--- src/rtl/assert_macros.svh ---
// Assertion macros used by the top-level unit.
`ifndef ASSERT_MACROS_SVH
`define ASSERT_MACROS_SVH

`ifndef SYNTHESIS

// Checked outside reset.
`define ASSERT_ON(label, clk, rstn, prop, msg) \
    label: assert property (@(posedge clk) disable iff (!rstn) prop) else $error(msg);

// Checked on every edge, reset included.
`define ASSERT_ALWAYS(label, clk, prop, msg) \
    label: assert property (@(posedge clk) prop) else $error(msg);

`else

`define ASSERT_ON(label, clk, rstn, prop, msg)
`define ASSERT_ALWAYS(label, clk, prop, msg)

`endif

`endif

--- src/rtl/dac_pkg.sv ---
`timescale 1ns / 1ps
// Package: constants and types of the dihedral angle check unit.
package dac_pkg;

    localparam int COORD_WIDTH_DEF = 16;   // default coordinate width
    localparam int NUM_COORDS      = 12;   // four points, three axes
    localparam int MUL_LIMB_W      = 32;   // limb width of the split multipliers
    localparam int MUL_STAGES      = 3;    // partial products, row sums, final sum
    localparam int COS_W           = 16;   // signed squared cosine, Q1.14
    localparam int COS_FRAC        = 14;
    localparam int CFG_IDX_W       = 1;

    typedef enum logic [CFG_IDX_W-1:0] {
        REG_CHECK_ENABLE = 1'b0,
        REG_COS_LIMIT    = 1'b1
    } cfg_reg_t;

endpackage

--- src/rtl/dac_mul.sv ---
`timescale 1ns / 1ps
// Pipelined signed multiplier split into limbs, three register stages.
module dac_mul #(
    parameter int A_W = 17,
    parameter int B_W = 17
) (
    input  logic                            aclk,
    input  logic [dac_pkg::MUL_STAGES-1:0]  en,   // load enable per stage
    input  logic signed [A_W-1:0]           a,
    input  logic signed [B_W-1:0]           b,
    output logic signed [A_W+B_W-1:0]       p
);

    localparam int L    = dac_pkg::MUL_LIMB_W;
    localparam int NA   = (A_W + L - 1) / L;
    localparam int NB   = (B_W + L - 1) / L;
    localparam int P_W  = A_W + B_W;
    localparam int PP_W = 2 * L + 2;

    logic signed [NA*L-1:0] a_ext;
    logic signed [NB*L-1:0] b_ext;
    logic signed [L:0]      a_limb [NA];
    logic signed [L:0]      b_limb [NB];
    logic signed [PP_W-1:0] pp_reg [NA][NB];
    logic signed [P_W-1:0]  row_next [NA];
    logic signed [P_W-1:0]  row_reg [NA];
    logic signed [P_W-1:0]  p_next;
    logic signed [P_W-1:0]  p_reg;

    assign a_ext = (NA*L)'(a);
    assign b_ext = (NB*L)'(b);

    // top limb carries the sign, lower limbs are unsigned
    always_comb begin
        for (int i = 0; i < NA; i++) begin
            if (i == NA - 1) begin
                a_limb[i] = $signed({a_ext[i*L+L-1], a_ext[i*L +: L]});
            end else begin
                a_limb[i] = $signed({1'b0, a_ext[i*L +: L]});
            end
        end
        for (int j = 0; j < NB; j++) begin
            if (j == NB - 1) begin
                b_limb[j] = $signed({b_ext[j*L+L-1], b_ext[j*L +: L]});
            end else begin
                b_limb[j] = $signed({1'b0, b_ext[j*L +: L]});
            end
        end
    end

    always_ff @(posedge aclk) begin
        if (en[0]) begin
            for (int i = 0; i < NA; i++) begin
                for (int j = 0; j < NB; j++) begin
                    pp_reg[i][j] <= a_limb[i] * b_limb[j];
                end
            end
        end
    end

    // sums run modulo 2^P_W; the true product fits
    always_comb begin
        for (int i = 0; i < NA; i++) begin
            row_next[i] = '0;
            for (int j = 0; j < NB; j++) begin
                row_next[i] = row_next[i] + (P_W'(pp_reg[i][j]) <<< (j * L));
            end
        end
    end

    always_ff @(posedge aclk) begin
        if (en[1]) begin
            row_reg <= row_next;
        end
    end

    always_comb begin
        p_next = '0;
        for (int i = 0; i < NA; i++) begin
            p_next = p_next + (row_reg[i] <<< (i * L));
        end
    end

    always_ff @(posedge aclk) begin
        if (en[2]) begin
            p_reg <= p_next;
        end
    end

    assign p = p_reg;

endmodule

--- config.mk ---
export PLATFORM = sky130hd
export DESIGN_NAME = dac_mul
export DESIGN_NICKNAME = d
export VERILOG_FILES = /design/src/rtl/assert_macros.svh /design/src/rtl/dac_pkg.sv /design/src/rtl/dac_mul.sv
export SDC_FILE = /design/constraint.sdc
export NUM_CORES = 1
export LEC_CHECK = 0
export BUFFER_PORTS_ARGS = -buffer_cell sky130_fd_sc_hd__buf_2
export CORE_MARGIN = 1.5
export CORE_UTILIZATION = 40
export CTS_CLUSTER_DIAMETER = 40
export DETAILED_ROUTE_END_ITERATION = 8
export PLACE_DENSITY_LB_ADDON = 0.25
export SYNTH_ARGS = -nofsm -noshare
export SYNTH_HDL_FRONTEND = slang
export SYNTH_SLANG_ARGS = --single-unit
--- constraint.sdc ---
create_clock -name aclk -period 10.5 [get_ports aclk]
set_input_delay 1.05 -clock aclk [delete_from_list [all_inputs] [get_ports aclk]]
set_output_delay 1.05 -clock aclk [all_outputs]
set_load 0.1 [all_outputs]
==> report_table.html <==
<table>
<tr><th>Metric</th><th>Value</th></tr>
<tr><th colspan="2">Status</th></tr>
<tr><td>Result of the run</td><td>complete, no violations</td></tr>
<tr><th colspan="2">Die</th></tr>
<tr><td>Vertical die dimension</td><td>190 um</td></tr>
<tr><td>Area of the core</td><td>0.0345 mm^2</td></tr>
<tr><td>Count of standard-cell rows</td><td>68</td></tr>
<tr><td>Initial Utilization</td><td>40.7%</td></tr>
<tr><td>Die width</td><td>190 um</td></tr>
<tr><td>Number of primary I/O pins</td><td>72</td></tr>
<tr><td>Die Area</td><td>0.0363 mm^2</td></tr>
<tr><th colspan="2">Routing</th></tr>
<tr><td>Highest Signal Layer</td><td>met4</td></tr>
<tr><td>Met1 layer wirelength in the final routing</td><td>14.9 mm</td></tr>
<tr><td>Routed length on met2</td><td>12.3 mm</td></tr>
<tr><td>Final routed wire length divided by cell count</td><td>16.2 um</td></tr>
<tr><td>Count of TritonRoute iterations in the first routing pass</td><td>5</td></tr>
<tr><td>Ratio of routed vias to standard cells</td><td>4.69</td></tr>
<tr><td>Initial drt markers</td><td>388</td></tr>
<tr><td>WL met3</td><td>1.85 mm</td></tr>
<tr><td>Number of design rule violations left after detail routing</td><td>0</td></tr>
<tr><td>ANT nets after route</td><td>0</td></tr>
<tr><td>Total via count in the routed design</td><td>8521</td></tr>
<tr><td>Total wire length after detailed routing</td><td>29.4 mm</td></tr>
<tr><th colspan="2">Critical path</th></tr>
<tr><td>Crit path max-delay cell type</td><td>fa_1</td></tr>
<tr><td>Maximum fanout along the worst path</td><td>17</td></tr>
<tr><td>Worst Setup Path Type</td><td>in -&gt; reg</td></tr>
<tr><td>Most Frequent Cell on Critical Path</td><td>fa_1</td></tr>
<tr><td>Startpoint Class</td><td>input port</td></tr>
<tr><td>Biggest cell delay along the critical path</td><td>740 ps</td></tr>
<tr><td>Critical path required time</td><td>10590 ps</td></tr>
<tr><td>Arrival time at the worst endpoint</td><td>6860 ps</td></tr>
<tr><td>Type of element capturing the critical path</td><td>register</td></tr>
<tr><td>Crit-path cells</td><td>buf_2 -&gt; nand2_1 -&gt; fa_1 -&gt; inv_1 -&gt; fa_1 -&gt; inv_1 -&gt; fa_1 -&gt; fa_1 -&gt; fa_1 -&gt; fa_1 -&gt; inv_1 -&gt; ha_1 -&gt; a21oi_1 -&gt; o21ai_0 -&gt; nor2_1 -&gt; o21ai_0 -&gt; or4_1 -&gt; o22ai_1 -&gt; xnor2_1</td></tr>
<tr><th colspan="2">Timing</th></tr>
<tr><td>Maximum frequency from static timing analysis</td><td>0.148 GHz</td></tr>
<tr><td>Clock Skews</td><td>6.24 ps</td></tr>
<tr><td>Final-report max-slew violation count</td><td>0</td></tr>
<tr><td>Remaining max-slew budget at the tightest pin</td><td>47.9%</td></tr>
<tr><td>Setup slack after layout</td><td>3730 ps</td></tr>
<tr><td>Unrepaired setup endpoints after global routing</td><td>no</td></tr>
<tr><td>Setup TNS</td><td>0 ps</td></tr>
<tr><td>Number of hold-slack violations in the final timing report</td><td>0</td></tr>
<tr><td>Setup-failing EPs final</td><td>0</td></tr>
<tr><td>Share of the clock period used by the worst path after layout</td><td>64.5%</td></tr>
<tr><td>Transition at the pin with the smallest max-transition slack</td><td>781 ps</td></tr>
<tr><td>Final Critical Period</td><td>6770 ps</td></tr>
<tr><th colspan="2">Global route</th></tr>
<tr><td>Vias in the first global route</td><td>9090</td></tr>
<tr><td>Congestion Overflow GR</td><td>0</td></tr>
<tr><td>Number of antenna violations at the first check in global routing</td><td>0</td></tr>
<tr><td>First-pass GRT wire length</td><td>48.7 mm</td></tr>
<tr><td>Pin count of the biggest net entering global routing</td><td>35</td></tr>
<tr><td>Global router's overall resource usage</td><td>17.3%</td></tr>
<tr><th colspan="2">Placement</th></tr>
<tr><td>Post-detailed-placement cell area</td><td>0.0148 mm^2</td></tr>
<tr><td># port buffers</td><td>71</td></tr>
<tr><td>Detailed-placement wirelength estimate</td><td>24.1 mm</td></tr>
<tr><td>Gp weighted congestion</td><td>0.873</td></tr>
<tr><td>Setup WS pre-CTS</td><td>3360 ps</td></tr>
<tr><th colspan="2">Clock tree</th></tr>
<tr><td>Setup bufs post-CTS</td><td>0</td></tr>
<tr><td>TritonCTS clock tree</td><td>yes</td></tr>
<tr><td>Clk buf depth</td><td>2</td></tr>
<tr><td>Total of hold buffers inserted after clock tree synthesis</td><td>0</td></tr>
<tr><td>Clk root buf</td><td>clkbuf_16</td></tr>
<tr><td>Total of cells resized after clock tree synthesis</td><td>0</td></tr>
<tr><td>H-Tree Depth</td><td>3</td></tr>
<tr><td>Later-pin clock latency in the skew report</td><td>340 ps</td></tr>
<tr><td>Sink count of the clock tree</td><td>102</td></tr>
<tr><td>Clock transition at the register clock pins on the worst setup and hold paths after CTS</td><td>70 ps</td></tr>
<tr><td>Number of buffers added by the clock tree synthesis step</td><td>9</td></tr>
<tr><th colspan="2">Yosys</th></tr>
<tr><td>Net count after synthesis</td><td>1730</td></tr>
<tr><td>Most frequently used cell type in the post-synthesis netlist</td><td>inv_1</td></tr>
<tr><td>Synth unique cells</td><td>42</td></tr>
<tr><td>Syn Std Cell Area</td><td>0.0141 mm^2</td></tr>
<tr><td>Area share of the largest cell type after synthesis</td><td>42.2%</td></tr>
<tr><td>Syn Inst Count</td><td>1311</td></tr>
<tr><td>Number of warnings printed during yosys synthesis</td><td>0</td></tr>
<tr><td>Share of flip-flops with an asynchronous set or reset after synthesis</td><td>0%</td></tr>
<tr><td>Average cell area after synthesis</td><td>10.7 um^2</td></tr>
<tr><td>Most area-consuming cells after synthesis</td><td>fa_1 (42%), edfxtp_1 (22%), inv_1 (8.6%)</td></tr>
<tr><td>Library cell with the largest summed area after synthesis</td><td>fa_1</td></tr>
<tr><td>Post-synth EDFFs</td><td>102</td></tr>
<tr><td>Share of the yosys chip area belonging to registers</td><td>21.8%</td></tr>
<tr><td>Leading register cell type out of synthesis</td><td>edfxtp_1</td></tr>
<tr><td>Total of flip-flops plus latches after synthesis</td><td>102</td></tr>
<tr><td>Most common library cells after synthesis</td><td>inv_1 (321), fa_1 (296), and2_1 (149), nand2_1 (139), edfxtp_1 (102)</td></tr>
<tr><th colspan="2">Finish</th></tr>
<tr><td>Fraction of layout instances using a drive strength above 1</td><td>6.53%</td></tr>
<tr><td>Total non-filler cell area in the finished layout</td><td>0.0151 mm^2</td></tr>
<tr><td>Nets</td><td>1776</td></tr>
<tr><td>Diode insertion count for antenna repair</td><td>0</td></tr>
<tr><td>Share of the core filled with cells</td><td>43.8%</td></tr>
<tr><td>Area growth syn-to-layout</td><td>7.69%</td></tr>
<tr><th colspan="2">Run</th></tr>
<tr><td>Max-capacitance violation count</td><td>0</td></tr>
<tr><th colspan="2">Min path</th></tr>
<tr><td>Worst Hold Class</td><td>reg -&gt; reg</td></tr>
</table>
metrics by stage:
| stage | cells | hold WS (ps) |
|---|---|---|
| after floorplan | 1311 | 400 |
| after global placement | 1801 | 403 |
| after detailed placement | 1801 | 405 |
| after CTS | 1817 | 415 |
| after global routing | 1817 | 422 |
| final | 1817 | 411 |
cells by family after synthesis:
family	count (synthesis)	share of synthesized area [%]
buffers and inverters	358	9.56
DFF	102	21.8
adders and majority gates	381	49.7
AOI/OAI and AO/OA	92	4.38
xor gates and xnor gates	36	2.24
and+or+nand+nor	342	12.3
critical path: cells and delay by family:
kind	cells	cell delay, ps
xor+xnor	1	90
simple gates	3	720
compound gates	4	570
fa+ha+maj	7	3770
buf+inv	4	620
layer usage:
metal	track usage [%]	vias to the layer above
met4	4.30	0
met5	0	-
met2	25.3	236
met3	3.02	25
li1	-	4017
met1	26.4	4243
placed cells by master, fill, tap and decap left out, types with 4 or more instances in the layout:
cell | synthesis | final
buf_2 | 0 | 71
and2_1 | 149 | 149
a21o_1 | 12 | 12
edfxtp_1 | 102 | 102
xnor2_1 | 28 | 28
nand2_1 | 139 | 139
clkbuf_16 | 0 | 9
fa_1 | 296 | 296
nand2b_1 | 12 | 12
ha_1 | 85 | 85
nor2b_1 | 5 | 5
o21ai_0 | 18 | 18
nor2_1 | 25 | 25
xor2_1 | 8 | 8
o21a_1 | 6 | 6
a31oi_1 | 4 | 4
inv_1 | 321 | 321
a21oi_1 | 31 | 31
worst paths after layout:
kind | startpoint | endpoint | slack (ps) | depth (start not counted)
max reg2reg | pp_reg[0][64] | row_reg[33] | 9830 | 0
min reg2reg | pp_reg[0][18] | row_reg[18] | 410 | 0
max | b[3] | pp_reg[0][64] | 3730 | 19
min | pp_reg[0][18] | row_reg[18] | 410 | 0
area by class of cell:
cell class	instances	area (um^2)
fill	3374	19400
multi-input combinational	851	9650
sequential	102	3060
tap	455	569
inverter	322	1210
clock inverter	6	62.6
timing repair buffer	71	355
clock buffer	10	229
Power is not shown: default switching activity piles up to over one toggle a cycle in this logic, so the estimate is an artifact.
